==> src/rtl/gdfo_pkg.sv <==
// ----------------------------------------------------------------------------
// gdfo_pkg
// Shared types and constants for the depth-first order walker.
// ----------------------------------------------------------------------------
package gdfo_pkg;

  localparam int VERTEX_W  = 3;
  localparam int RANK_W    = 4;
  localparam int COUNT_W   = 4;
  localparam int ADJ_W     = 64;
  localparam int CFG_IDX_W = 1;
  localparam int CFG_DATA_W = ADJ_W;

  // configuration register indexes
  localparam logic [CFG_IDX_W-1:0] REG_ADJACENCY    = 1'd0;
  localparam logic [CFG_IDX_W-1:0] REG_VERTEX_COUNT = 1'd1;

  localparam logic [COUNT_W-1:0] VERTEX_COUNT_RESET = 4'd8;

  typedef enum logic [2:0] {
    ST_IDLE,
    ST_BAD,
    ST_POP,
    ST_WAIT,
    ST_SCAN,
    ST_FINISH
  } walk_state_t;

endpackage

==> src/rtl/gdfo_if.sv <==
// ----------------------------------------------------------------------------
// gdfo_if
// Valid/ready channels for start requests and visit results.
// ----------------------------------------------------------------------------
interface gdfo_start_if
  import gdfo_pkg::*;
  ();
  logic                valid;
  logic                ready;
  logic [VERTEX_W-1:0] start_vertex;

  modport source (output valid, output start_vertex, input ready);
  modport sink   (input valid, input start_vertex, output ready);
endinterface

interface gdfo_visit_if
  import gdfo_pkg::*;
  ();
  logic                valid;
  logic                ready;
  logic [VERTEX_W-1:0] visited_vertex;
  logic [RANK_W-1:0]   visit_rank;
  logic                last_of_walk;
  logic                bad_start;

  modport source (output valid, output visited_vertex, output visit_rank,
                  output last_of_walk, output bad_start, input ready);
  modport sink   (input valid, input visited_vertex, input visit_rank,
                  input last_of_walk, input bad_start, output ready);
endinterface

==> src/rtl/gdfo_stack.sv <==
// ----------------------------------------------------------------------------
// gdfo_stack
// Pending-vertex stack storage: one write port, one registered read port.
// ----------------------------------------------------------------------------
module gdfo_stack
  import gdfo_pkg::*;
#(
  parameter int DEPTH = 32,
  parameter int AW    = $clog2(DEPTH)
) (
  input  logic                clk,
  input  logic                wr_en,
  input  logic [AW-1:0]       wr_addr,
  input  logic [VERTEX_W-1:0] wr_data,
  input  logic                rd_en,
  input  logic [AW-1:0]       rd_addr,
  output logic [VERTEX_W-1:0] rd_data
);

  logic [VERTEX_W-1:0] mem [DEPTH];

  always_ff @(posedge clk) begin
    if (wr_en) begin
      mem[wr_addr] <= wr_data;
    end
  end

  // read data holds until the next read
  always_ff @(posedge clk) begin
    if (rd_en) begin
      rd_data <= mem[rd_addr];
    end
  end

endmodule

==> src/rtl/gdfo_ctrl.sv <==
// ----------------------------------------------------------------------------
// gdfo_ctrl
// Walk sequencer: pops, marks visited, scans neighbors, emits results.
// ----------------------------------------------------------------------------
module gdfo_ctrl
  import gdfo_pkg::*;
#(
  parameter int MAX_VERTICES = 8,
  parameter int STACK_DEPTH  = 32,
  parameter int AW           = $clog2(STACK_DEPTH),
  parameter int SP_W         = $clog2(STACK_DEPTH + 1)
) (
  input  logic                clk,
  input  logic                rst,
  input  logic [ADJ_W-1:0]    adjacency_bits,
  input  logic [COUNT_W-1:0]  vertex_count,
  gdfo_start_if.sink          walk_in,
  gdfo_visit_if.source        visit_out,
  output logic                mem_wr_en,
  output logic [AW-1:0]       mem_wr_addr,
  output logic [VERTEX_W-1:0] mem_wr_data,
  output logic                mem_rd_en,
  output logic [AW-1:0]       mem_rd_addr,
  input  logic [VERTEX_W-1:0] mem_rd_data
);

  localparam logic [COUNT_W-1:0] MAX_COUNT = COUNT_W'(MAX_VERTICES);
  localparam logic [SP_W-1:0]    SP_FULL   = SP_W'(STACK_DEPTH);

  walk_state_t state, state_next;

  logic [SP_W-1:0]       sp;
  logic [7:0]            visited;
  logic [RANK_W-1:0]     visit_counter;
  logic [VERTEX_W-1:0]   cur_u;
  logic [VERTEX_W-1:0]   v_idx;
  logic [COUNT_W-1:0]    count_reg;
  logic [VERTEX_W-1:0]   pend_vertex;
  logic [RANK_W-1:0]     pend_rank;
  logic                  have_pend;

  logic                  out_valid;
  logic [VERTEX_W-1:0]   out_vertex;
  logic [RANK_W-1:0]     out_rank;
  logic                  out_last;
  logic                  out_bad;

  logic [COUNT_W-1:0]    count_eff;
  logic                  start_bad;
  logic                  accept;
  logic                  out_free;
  logic                  u_seen;
  logic                  push_ok;

  logic                  load;
  logic [VERTEX_W-1:0]   ld_vertex;
  logic [RANK_W-1:0]     ld_rank;
  logic                  ld_last;
  logic                  ld_bad;

  assign count_eff = (vertex_count > MAX_COUNT) ? MAX_COUNT : vertex_count;
  assign start_bad = {1'b0, walk_in.start_vertex} >= count_eff;
  assign accept    = walk_in.valid && walk_in.ready;
  assign out_free  = !out_valid || visit_out.ready;
  assign u_seen    = visited[mem_rd_data];
  assign push_ok   = adjacency_bits[{cur_u, v_idx}] && !visited[v_idx] && (sp < SP_FULL);

  // next state
  always_comb begin
    state_next = state;
    case (state)
      ST_IDLE:   if (walk_in.valid) state_next = start_bad ? ST_BAD : ST_POP;
      ST_BAD:    if (out_free) state_next = ST_IDLE;
      ST_POP:    state_next = (sp == '0) ? ST_FINISH : ST_WAIT;
      ST_WAIT: begin
        if (u_seen) begin
          state_next = ST_POP;
        end else if (!have_pend || out_free) begin
          state_next = ST_SCAN;
        end
      end
      ST_SCAN:   if (v_idx == '0) state_next = ST_POP;
      ST_FINISH: if (out_free) state_next = ST_IDLE;
      default:   state_next = ST_IDLE;
    endcase
  end

  // outputs and strobes
  always_comb begin
    walk_in.ready = 1'b0;
    mem_wr_en     = 1'b0;
    mem_wr_addr   = sp[AW-1:0];
    mem_wr_data   = v_idx;
    mem_rd_en     = 1'b0;
    mem_rd_addr   = AW'(sp - SP_W'(1));
    load          = 1'b0;
    ld_vertex     = pend_vertex;
    ld_rank       = pend_rank;
    ld_last       = 1'b0;
    ld_bad        = 1'b0;
    case (state)
      ST_IDLE: begin
        walk_in.ready = 1'b1;
        mem_wr_en     = walk_in.valid && !start_bad;
        mem_wr_addr   = '0;
        mem_wr_data   = walk_in.start_vertex;
      end
      ST_BAD: begin
        load      = out_free;
        ld_vertex = '0;
        ld_rank   = '0;
        ld_last   = 1'b1;
        ld_bad    = 1'b1;
      end
      ST_POP:    mem_rd_en = (sp != '0);
      ST_WAIT:   load = !u_seen && have_pend && out_free;
      ST_SCAN:   mem_wr_en = push_ok;
      ST_FINISH: begin
        load    = out_free;
        ld_last = 1'b1;
      end
      default: ;
    endcase
  end

  always_ff @(posedge clk) begin
    if (rst) begin
      state         <= ST_IDLE;
      sp            <= '0;
      visited       <= '0;
      visit_counter <= '0;
      have_pend     <= 1'b0;
      out_valid     <= 1'b0;
    end else begin
      state <= state_next;
      if (load) begin
        out_valid <= 1'b1;
      end else if (visit_out.ready) begin
        out_valid <= 1'b0;
      end
      case (state)
        ST_IDLE: begin
          if (accept && !start_bad) begin
            sp            <= SP_W'(1);
            visited       <= '0;
            visit_counter <= '0;
            have_pend     <= 1'b0;
            count_reg     <= count_eff;
          end
        end
        ST_POP: begin
          if (sp != '0) sp <= sp - SP_W'(1);
        end
        ST_WAIT: begin
          if (!u_seen && (!have_pend || out_free)) begin
            visited[mem_rd_data] <= 1'b1;
            visit_counter        <= visit_counter + RANK_W'(1);
            pend_vertex          <= mem_rd_data;
            pend_rank            <= visit_counter + RANK_W'(1);
            have_pend            <= 1'b1;
            cur_u                <= mem_rd_data;
            v_idx                <= VERTEX_W'(count_reg - COUNT_W'(1));
          end
        end
        ST_SCAN: begin
          if (push_ok) sp <= sp + SP_W'(1);
          v_idx <= v_idx - VERTEX_W'(1);
        end
        ST_FINISH: begin
          if (out_free) have_pend <= 1'b0;
        end
        default: ;
      endcase
    end
  end

  // result payload, no reset needed
  always_ff @(posedge clk) begin
    if (load) begin
      out_vertex <= ld_vertex;
      out_rank   <= ld_rank;
      out_last   <= ld_last;
      out_bad    <= ld_bad;
    end
  end

  assign visit_out.valid          = out_valid;
  assign visit_out.visited_vertex = out_vertex;
  assign visit_out.visit_rank     = out_rank;
  assign visit_out.last_of_walk   = out_last;
  assign visit_out.bad_start      = out_bad;

endmodule

==> src/rtl/graph_depth_first_order.sv <==
// ----------------------------------------------------------------------------
// graph_depth_first_order
// Depth-first visit order of a graph of up to eight vertices.
// ----------------------------------------------------------------------------
// Usage:
//   walk_in carries one start vertex per transaction. visit_out returns one
//   transaction per newly visited vertex, in depth-first order (lowest
//   neighbor first), with its one-based rank; the final one of a walk has
//   last_of_walk set. A start at or above vertex_count gives one transaction
//   with bad_start and last_of_walk set.
//   Configuration (adjacency matrix, vertex count) is written through the
//   cfg_* port while no walk is in progress.
// Operation:
//   Pending vertices live in a stack RAM with one write port and one
//   registered read port. Each pop sends the address in the pop state and
//   takes the data in the wait state; each visited vertex is followed by a
//   scan of all vertex_count candidate neighbors, one push at most per cycle.
//   A walk ends with a final empty pop and the finish state; a bad start
//   goes through the bad state only.
//   A result is held back until the next visit (or the empty stack) shows
//   whether it is the last, so the first result appears no earlier than the
//   end of the scan of the start vertex's neighbors. A new start is taken
//   once the previous walk is finished.
// Reset and stall:
//   rst (synchronous) returns to idle, empties the stack and restores the
//   register defaults. A stalled receiver holds the output register and the
//   walk pauses until it drains; no result is lost.
// ----------------------------------------------------------------------------
module graph_depth_first_order
  import gdfo_pkg::*;
#(
  parameter int MAX_VERTICES = 8,
  parameter int STACK_DEPTH  = 32
) (
  input  logic                  clk,
  input  logic                  rst,
  input  logic                  cfg_we,
  input  logic [CFG_IDX_W-1:0]  cfg_index,
  input  logic [CFG_DATA_W-1:0] cfg_data,
  gdfo_start_if.sink            walk_in,
  gdfo_visit_if.source          visit_out
);

  localparam int AW = $clog2(STACK_DEPTH);

  // configuration registers
  logic [ADJ_W-1:0]   adjacency_bits;
  logic [COUNT_W-1:0] vertex_count;

  always_ff @(posedge clk) begin
    if (rst) begin
      adjacency_bits <= '0;
      vertex_count   <= VERTEX_COUNT_RESET;
    end else if (cfg_we) begin
      case (cfg_index)
        REG_ADJACENCY:    adjacency_bits <= cfg_data;
        REG_VERTEX_COUNT: vertex_count   <= cfg_data[COUNT_W-1:0];
        default: ;
      endcase
    end
  end

  // stack RAM port
  logic                mem_wr_en;
  logic [AW-1:0]       mem_wr_addr;
  logic [VERTEX_W-1:0] mem_wr_data;
  logic                mem_rd_en;
  logic [AW-1:0]       mem_rd_addr;
  logic [VERTEX_W-1:0] mem_rd_data;

  gdfo_ctrl #(
    .MAX_VERTICES (MAX_VERTICES),
    .STACK_DEPTH  (STACK_DEPTH)
  ) u_ctrl (
    .clk            (clk),
    .rst            (rst),
    .adjacency_bits (adjacency_bits),
    .vertex_count   (vertex_count),
    .walk_in        (walk_in),
    .visit_out      (visit_out),
    .mem_wr_en      (mem_wr_en),
    .mem_wr_addr    (mem_wr_addr),
    .mem_wr_data    (mem_wr_data),
    .mem_rd_en      (mem_rd_en),
    .mem_rd_addr    (mem_rd_addr),
    .mem_rd_data    (mem_rd_data)
  );

  gdfo_stack #(
    .DEPTH (STACK_DEPTH),
    .AW    (AW)
  ) u_stack (
    .clk     (clk),
    .wr_en   (mem_wr_en),
    .wr_addr (mem_wr_addr),
    .wr_data (mem_wr_data),
    .rd_en   (mem_rd_en),
    .rd_addr (mem_rd_addr),
    .rd_data (mem_rd_data)
  );

endmodule
==> src/flat_wrapper.sv <==
// flat-port wrapper written by rule: the top's interface ports become plain ports
module graph_depth_first_order_flat import gdfo_pkg::*;
#(
  parameter int MAX_VERTICES = 8,
  parameter int STACK_DEPTH  = 32
)
  (clk, rst, cfg_we, cfg_index, cfg_data, walk_in_valid, walk_in_start_vertex, walk_in_ready, visit_out_valid, visit_out_visited_vertex, visit_out_visit_rank, visit_out_last_of_walk, visit_out_bad_start, visit_out_ready);
  gdfo_start_if walk_in_i ();
  gdfo_visit_if visit_out_i ();
  input  logic clk;
  input  logic rst;
  input  logic cfg_we;
  input  logic [CFG_IDX_W-1:0] cfg_index;
  input  logic [CFG_DATA_W-1:0] cfg_data;
  input wire logic [$bits(walk_in_i.valid)-1:0] walk_in_valid;
  input wire logic [$bits(walk_in_i.start_vertex)-1:0] walk_in_start_vertex;
  output wire logic [$bits(walk_in_i.ready)-1:0] walk_in_ready;
  output wire logic [$bits(visit_out_i.valid)-1:0] visit_out_valid;
  output wire logic [$bits(visit_out_i.visited_vertex)-1:0] visit_out_visited_vertex;
  output wire logic [$bits(visit_out_i.visit_rank)-1:0] visit_out_visit_rank;
  output wire logic [$bits(visit_out_i.last_of_walk)-1:0] visit_out_last_of_walk;
  output wire logic [$bits(visit_out_i.bad_start)-1:0] visit_out_bad_start;
  input wire logic [$bits(visit_out_i.ready)-1:0] visit_out_ready;
  assign walk_in_i.valid = walk_in_valid;
  assign walk_in_i.start_vertex = walk_in_start_vertex;
  assign walk_in_ready = walk_in_i.ready;
  assign visit_out_valid = visit_out_i.valid;
  assign visit_out_visited_vertex = visit_out_i.visited_vertex;
  assign visit_out_visit_rank = visit_out_i.visit_rank;
  assign visit_out_last_of_walk = visit_out_i.last_of_walk;
  assign visit_out_bad_start = visit_out_i.bad_start;
  assign visit_out_i.ready = visit_out_ready;
  graph_depth_first_order #(.MAX_VERTICES(MAX_VERTICES), .STACK_DEPTH(STACK_DEPTH)) u_core (.clk(clk), .rst(rst), .cfg_we(cfg_we), .cfg_index(cfg_index), .cfg_data(cfg_data), .walk_in(walk_in_i), .visit_out(visit_out_i));
endmodule
==> config.mk <==
export PLATFORM = sky130hd
export DESIGN_NAME = graph_depth_first_order_flat
export DESIGN_NICKNAME = d
export VERILOG_FILES = /design/src/rtl/gdfo_pkg.sv /design/src/rtl/gdfo_if.sv /design/src/rtl/gdfo_stack.sv /design/src/rtl/gdfo_ctrl.sv /design/src/rtl/graph_depth_first_order.sv /design/src/flat_wrapper.sv
export SDC_FILE = /design/constraint.sdc
export NUM_CORES = 1
export LEC_CHECK = 0
export BUFFER_PORTS_ARGS = -buffer_cell sky130_fd_sc_hd__buf_2
export CAP_MARGIN = 20
export CORE_ASPECT_RATIO = 1.4
export CORE_MARGIN = 4
export CORE_UTILIZATION = 45
export DETAILED_ROUTE_END_ITERATION = 8
export PLACE_DENSITY = 0.75
export SKIP_LAST_GASP = 1
export SLEW_MARGIN = 30
export SYNTH_ARGS = -nofsm -noshare
export SYNTH_HDL_FRONTEND = slang
export SYNTH_HIERARCHICAL = 1
export SYNTH_SLANG_ARGS = --single-unit
==> constraint.sdc <==
create_clock -name clk -period 2.7 [get_ports clk]
set_input_delay 0.54 -clock clk [delete_from_list [all_inputs] [get_ports clk]]
set_output_delay 0.54 -clock clk [all_outputs]
set_load 0.01 [all_outputs]
==> results of run 1 <==
==> tightest hold or removal path, stage by stage <==
cell and delay, ns:
buf_2 0.08, nand4bb_1 0.11, o21ai_2 0.07
==> power by group through the flow <==
stage	Clock [uW]	Sequential [uW]	Combinational, uW
2_1_floorplan	0	3990	2440
3_3_place_gp	0	4050	3210
3_5_place_dp	0	4050	3240
4_1_cts	2900	3990	3330
5_1_grt	3040	4010	3610
6_report	2840	3990	3350
==> stage by stage <==
step           instances  setup slack [ns]
3_3_place_gp        1164            -0.249
6_report            1211            -0.141
2_1_floorplan        795           -0.0556
5_1_grt             1211            -0.247
3_5_place_dp        1164            -0.244
4_1_cts             1208            -0.223
==> cells in the final DEF (no fill, tap or decap), drive strengths merged, types with 8 or more instances in the layout <==
cell type	count
o21ai	69
buf	141
a21oi	13
mux2i	24
mux2	9
mux4	42
nand2	13
edfxtp	121
nor2b	23
inv	16
nand4bb	61
nor2	68
nand3b	8
dfxtp	91
clkbuf	27
nand2b	82
nand3	9
==> layer usage <==
layer | global-route usage, % | vias to the layer above
li1 | - | 3205
met1 | 21.8 | 3321
met2 | 31.6 | 172
met3 | 2.40 | 43
met4 | 6.14 | 0
met5 | 0 | -
==> cells in the mapped netlist (3+ instances only) <==
cell and count:
a21oi_1 12, o22a_1 4, or3b_2 3, a31oi_1 4
mux4_2 41, a2111oi_0 3, dfxtp_1 91, buf_2 13
nand3_1 9, mux2i_1 24, a32o_1 6, inv_1 15
o21ai_1 5, buf_6 8, nor2b_1 21, nand4bb_1 61
ha_1 7, dlymetal6s2s_1 5, xnor2_1 5, o21ai_2 60
nand2_1 12, nand3b_1 8, nand2b_1 82, buf_12 7
edfxtp_1 121, mux2_1 6, xor2_1 5, clkbuf_1 26
o22ai_1 4, o21ai_0 4, nor2_1 68, mux2_2 3
==> logic make-up (layout without fill, tap and decap cells) <==
kind of cell | Yosys count | after routing | share of synthesized area (%)
compound gates | 128 | 128 | 9.98
xor+xnor | 10 | 10 | 0.838
fa+ha+maj | 7 | 7 | 0.838
buf+inv | 79 | 194 | 5.33
flops | 212 | 212 | 52.2
mux | 75 | 75 | 12.4
simple gates | 284 | 284 | 18.4
==> what timing repair did <==
| item | 4_1_cts | 5_1_grt |
|---|---|---|
| pin swaps | 9 | 13 |
| buffers inserted | 6 | 4 |
| setup endpoints to repair | 97 | 101 |
| gates resized for setup | 40 | 27 |
| endpoints found under the hold margin | 0 | 0 |
==> layout make-up <==
cell class,instances,area [um2],share of cell area [%]
tap,301,377,3.07
timing repair buffer,141,950,7.74
clock inverter,11,82.6,0.673
sequential,212,5460,44.5
multi-input combinational,504,4750,38.8
inverter,15,56.3,0.459
clock buffer,27,589,4.81
==> final timing paths <==
path	start	endpoint	slack, ns
setup / recovery	u_core/u_ctrl/v_idx[0]$_DFFE_PP_	u_core/u_stack/mem[20][1]$_DFFE_PP_	-0.14
hold / removal	cfg_data[16]	u_core/adjacency_bits[16]$_SDFFE_PP0P_	0.31
setup reg to reg	u_core/u_ctrl/v_idx[0]$_DFFE_PP_	u_core/u_stack/mem[20][1]$_DFFE_PP_	-0.14
hold reg to reg	u_core/u_ctrl/visited[3]$_SDFFE_PP0P_	u_core/u_ctrl/visited[3]$_SDFFE_PP0P_	0.46
==> results_dict.tcl, run 1 <==
set metrics [dict create \
    cts.htree.levels 1 \
    globalRouteOverflowTotal 0 \
    power.share.combinational_pct 32.9 \
    post_drt_via_cell_ratio 5.57 \
    post_drt_wl_per_cell_um 18.9 \
    synth-edff-count 121 \
    netlist_area_um2 10400 \
    power.share.sequential_pct 39.2 \
    tritoncts_num_sinks 212 \
    static-leakage-power_uw 0.00427 \
    synth.area.top_cells "edfxtp_1 35%, dfxtp_1 17%, mux4_2 8.8%" \
    timing.critical_path.fanout_max 8 \
    drt_wl_total_um 22900 \
    setup-violations-final 69 \
    fp.dieH_um 188 \
    synthesis.instances 795 \
    antenna_found_initial 0 \
    hold_class "input port to flip-flop" \
    grt_pass1_wl_um 36500 \
    first_global_vias 6896 \
    vdd.ir_drop.worst_mv 0.631 \
    vias 6741 \
    cts_buffers 21 \
    synth.net_count 875 \
    synthesis.area_per_instance_um2 13.1 \
    worst_hold_check_slack_ns 0.315 \
    areaGrowthSynthToFinish_pct 17.4 \
    power_per_cell_area_nw_per_um2 830 \
    portBuffers 83 \
    yosys_cell_types 68 \
    drt_pre_antenna_iters 5 \
    worstHoldPathCells 3 \
    finalCriticalPeriod_ns 2.84 \
    final_weighted_congestion_of_routability_driven_global_placement 0.833 \
    startpoint_type "flip-flop" \
    top_register "u_core/u_stack/mem" \
    kind_of_end_point_of_the_critical_path "flip-flop" \
    violated_checks "setup timing" \
    switching_share_pct 30.5 \
    synth_seq_cells 212 \
    synth_ff_type "edfxtp_1" \
    pin_count_of_the_biggest_net_entering_global_routing 65 \
    initialDrtViolationCount 398 \
    place.detailed.hpwl_um 15800 \
    arrival_time_of_the_worst_setup_path_ns 3.05 \
    largestRegisters "u_core/u_stack/mem (96), u_core/adjacency_bits (64), u_core/u_ctrl/visited (8)" \
    wl_met2_um 12300 \
    max_slew_margin_pct 41.1 \
    worstPathRequired_ns 2.90 \
    final_cell_area_um2 12300 \
    ys_warn_count 6 \
    report.final.hold_viol_count 0 \
    clockRootBuffer "clkbuf_16" \
    clock_path_buffers 3 \
    worstMarginPinSlew_ns 0.883 \
    routed_met1_length_um 9080 \
    critPathKind "flip-flop to flip-flop" \
    rsz_0062_raised_after_global_routing "yes" \
    synth_area_leader_cell "edfxtp_1" \
    groute.usage.overall_pct 17.7 \
    worstPathCellList "buf_6, buf_6, mux4_2, a2111oi_4, o41a_4, o21ai_4, or3b_4, nor2_4" \
    layout-drive-gt1-share_pct 37.1 \
    top_layer_used "met4" \
    synth-seq-area-share_pct 52.2 \
    core_area_um2 22700 \
    post-route-util_pct 54.0 \
    cts_tree "yes" \
    post-layout-total-power_uw 10200 \
    timing.critical_path.buf_inv 2 \
    setup_slack_ns -0.141 \
    pwr-share-clk_pct 27.9 \
    post_synth_top_area_share_pct 34.8 \
    fraction_of_registers_with_async_set_or_reset_after_synthesis_pct 0 \
    diodes 0 \
    cp_top_family "compound AO/OA/AOI/OAI gates" \
    met3WireLength_um 1010 \
    crit_path_frequent_cell "buf_6" \
    placement.cell_area_um2 11200 \
    clock-skew-final_ns 0.0172 \
    io-pin-count 84 \
    largest_register_ff_count 96 \
    drc 0 \
    netSwitchingPower_uw 3110 \
    die_width_um 137 \
    initial_utilization_pct 46.0 \
    fin_setup_tns_ns -3.89 \
    power_report.internal_total_uw 7070 \
    floorplan.die_area_um2 25800 \
    final_max_slew_viol_count 0 \
    cpPeakStageDelay_ns 0.53 \
    clk_transition_reported_paths_ns 0.06 \
    insertion_delay_ns 0.51 \
    std_cell_rows 65 \
    cp_num_cells 8 \
    layout_worst_path_cycle_share_pct 105 \
    status "complete, but fails checks" \
    count_of_filler_cells_inserted_in_the_layout 1888 \
    route.antenna.remaining_nets 0 \
    cpMaxStageDelayCell "o41a_4" \
    fmaxAchievable_mhz 352 \
    maxCapViolCount 0 \
    cts_stage_hold_buffer_count 0 \
    fin_nets 975 \
    reg2regPathDepth 8 \
]
Note: power is estimated with default switching activity, not from simulation.
==> inputs of run 2 (changes only) <==
--- a/config.mk
+++ b/config.mk
@@ -5,7 +5,8 @@
 export SDC_FILE = /design/constraint.sdc
 export NUM_CORES = 1
 export LEC_CHECK = 0
-export BUFFER_PORTS_ARGS = -buffer_cell sky130_fd_sc_hd__buf_2
+export ABC_AREA = 1
+export BUFFER_PORTS_ARGS = -buffer_cell sky130_fd_sc_hd__buf_4
 export CAP_MARGIN = 20
 export CORE_ASPECT_RATIO = 1.4
 export CORE_MARGIN = 4
==> run 2 against run 1 <==
The flow now finishes without violations; utilization rose by 0.30 points; maximum frequency rose by 12%; clock power rose by 7%; count of clock-buffer cells in the layout did not move; worst hold slack got worse by 0.040 ns; non-clock buffer count fell by 23; first-iteration DRC count rose by 20%; critical path depth rose by 8; via count rose by 27%; worst setup slack improved by 0.30 ns; synthesized area fell by 2.0%; sequential power rose by 5%.
==> results_dict.tcl, run 2 <==
set metrics [dict create \
    post_drt_via_cell_ratio 5.08 \
    largestRegisters "u_core/u_stack/mem (96), u_core/adjacency_bits (64), u_core/u_ctrl/visited (8)" \
    synthMostInstantiatedCell "nand2_1" \
    ys_warn_count 6 \
    largest_register_ff_count 96 \
    synth.mux.area_fraction_pct 0 \
    finalCriticalPeriod_ns 2.54 \
    fin_cells 1683 \
    cts.htree.levels 1 \
    yosys.area_share.adder_pct 0.855 \
    first_global_vias 8349 \
    setup.reg_to_reg.worst_slack_ns 0.16 \
    synth.area.top_cells "edfxtp_1 35%, dfxtp_1 18%, nand2_1 12%" \
    grt_pass1_wl_um 39800 \
    cts_tree "yes" \
    worst_hold_check_slack_ns 0.274 \
    areaGrowthSynthToFinish_pct 19.1 \
    clock-skew-final_ns 0.00968 \
    fin_nets 1448 \
    core_area_um2 22400 \
    place.detailed.instances 1644 \
    synth_top_family_by_area "simple AND/OR/NAND/NOR gates" \
    initialDrtViolationCount 477 \
    synth-compound-area-share_pct 3.54 \
    netlist_area_um2 10200 \
    synth_xor_area_share_pct 0.513 \
    met3_usage_pct 2.43 \
    worstHoldPathCells 3 \
    synthesis.instances 1289 \
    critPathKind "flip-flop to flip-flop" \
    maxCapViolCount 0 \
    clk_transition_reported_paths_ns 0.06 \
    layout_worst_path_cycle_share_pct 94.1 \
    diodes 0 \
    synth.net_count 1369 \
    die_width_um 135 \
    tritoncts_num_sinks 212 \
    kind_of_end_point_of_the_critical_path "flip-flop" \
    max_slew_margin_pct 49.5 \
    fraction_of_registers_with_async_set_or_reset_after_synthesis_pct 0 \
    cpMaxStageDelayCell "dfxtp_1" \
    hold_class "input port to flip-flop" \
    clockRootBuffer "clkbuf_16" \
    drc 0 \
    timing.critical_path.buf_inv 6 \
    setup-violations-final 0 \
    cpPeakStageDelay_ns 0.37 \
    worstPathCellList "inv_2, a21oi_1, nor2_1, inv_1, ha_4, inv_1, o21ai_0, nand3_1, nand4_1, nor2_2, inv_2, o21ai_1, buf_4, nand3_2, buf_12, nor2_4" \
    fp.dieH_um 186 \
    startpoint_type "flip-flop" \
    final_common_cell "nand2_1" \
    synth_area_leader_cell "edfxtp_1" \
    post_drt_wl_per_cell_um 14.6 \
    yosys_cell_types 36 \
    pin_count_of_the_biggest_net_entering_global_routing 66 \
    static-leakage-power_uw 0.00523 \
    synth_ff_type "edfxtp_1" \
    final_weighted_congestion_of_routability_driven_global_placement 0.875 \
    final_cell_area_um2 12200 \
    placement.cell_area_um2 11100 \
    final_max_slew_viol_count 0 \
    cp_top_family "simple AND/OR/NAND/NOR gates" \
    timing.critical_path.fanout_max 8 \
    post_synth_top_area_share_pct 35.5 \
    drt_wl_total_um 24500 \
    cts_stage_hold_buffer_count 0 \
    busiest_layer_in_global_routing "met2" \
    floorplan.die_area_um2 25300 \
    groute.usage.overall_pct 19.2 \
    grt_use_met2_pct 35.7 \
    vias 8554 \
    globalRouteOverflowTotal 0 \
    yosys.area_share.simple_pct 32.4 \
    fmaxAchievable_mhz 394 \
    post-route-util_pct 54.3 \
    synth-edff-count 121 \
    portBuffers 83 \
    place.detailed.hpwl_um 17500 \
    reg2regPathDepth 16 \
    route.antenna.remaining_nets 0 \
    top_register "u_core/u_stack/mem" \
    synth-seq-area-share_pct 53.3 \
    std_cell_rows 65 \
    layout-drive-gt1-share_pct 16.6 \
    antenna_found_initial 0 \
    insertion_delay_ns 0.49 \
    worstPathRequired_ns 2.89 \
    met1_usage_pct 21.8 \
    synth_seq_cells 212 \
    io-pin-count 84 \
    initial_utilization_pct 45.6 \
    report.final.hold_viol_count 0 \
    drt_pre_antenna_iters 5 \
    status "finished clean" \
    worstMarginPinSlew_ns 0.757 \
    synthesis.area_per_instance_um2 7.94 \
    post-layout-total-power_uw 11100 \
    cp_num_cells 16 \
    arrival_time_of_the_worst_setup_path_ns 2.73 \
    vdd.ir_drop.worst_mv 0.493 \
    layout.cells.most_common_list "333 x nand2_1, 207 x nand3_1, 185 x nor2_1" \
    clock_path_buffers 3 \
    cts_buffers 21 \
    synth.top_cells.by_count "333 x nand2_1, 219 x nor2_1, 211 x nand3_1" \
    power_per_cell_area_nw_per_um2 909 \
]
run 2: cell types whose count changed in the layout (fill, tap and decap cells not counted), moves of 60 or more:
cell and change:
o21ai_2 -60, nand4bb_1 -61, inv_1 +110, nand2_1 +321, nand3_1 +198, nand2b_1 -82
buf_4 +65, buf_2 -82, nor2_1 +150
run 2: area by class of cell:
class / instances / area (um2)
clock buffer: 27 / 591
clock inverter: 10 / 129
fill: 2131 / 10200
inverter: 145 / 547
multi-input combinational: 870 / 4130
sequential: 212 / 5460
tap: 301 / 377
timing repair buffer: 118 / 973
run 2: power by group:
group | internal [uW] | total (uW) | leakage [uW] | switching (uW)
registers | 3970 | 4180 | 0.00185 | 214
logic | 1230 | 3880 | 0.00303 | 2650
clock network | 1840 | 3030 | 0.000356 | 1190
total | 7040 | 11100 | 0.00523 | 4060
run 2: tightest hold or removal path, delay by kind of cell:
| kind | cells | cell delay (ns) |
|---|---|---|
| buffers and inverters | 1 | 0.10 |
| AND/OR/NAND/NOR | 2 | 0.10 |
run 2: per-layer routing:
layer / vias to the layer above / routed length, um
met5: - / 0
met1: 3962 / 9150
met4: 0 / 971
met2: 234 / 13200
li1: 4291 / -
met3: 67 / 1210
run 2: kinds of logic (layout without fill, tap and decap cells):
group / count (synthesis) / count (layout)
DFF: 212 / 212
AOI/OAI and AO/OA: 66 / 66
xor gates and xnor gates: 6 / 6
buffers and inverters: 207 / 300
and+or+nand+nor: 791 / 791
adders and majority gates: 7 / 7
run 2: final timing paths:
| kind | startpoint | to |
|---|---|---|
| worst max-delay path | u_core/vertex_count[3]$_SDFFE_PP1P_ | u_core/u_stack/mem[5][1]$_DFFE_PP_ |
| worst max register to register | u_core/vertex_count[3]$_SDFFE_PP1P_ | u_core/u_stack/mem[5][1]$_DFFE_PP_ |
| worst min-delay path | cfg_data[3] | u_core/vertex_count[3]$_SDFFE_PP1P_ |
| worst min register to register | u_core/u_ctrl/visited[3]$_SDFFE_PP0P_ | u_core/u_ctrl/visited[3]$_SDFFE_PP0P_ |
run 2: metrics by stage:
step	setup slack [ns]	TNS, ns
3_3_place_gp	0.138	0
3_5_place_dp	-0.0180	-0.104
6_report	0.159	0
4_1_cts	-0.0110	-0.0591
2_1_floorplan	0.155	0
5_1_grt	-0.0175	-0.137
run 2: timing repair:
action | 4_1_cts | 5_1_grt
gates resized for setup | 7 | 82
pin swaps | 0 | 27
buffers inserted | 0 | 2
endpoints found under the setup margin | 19 | 96
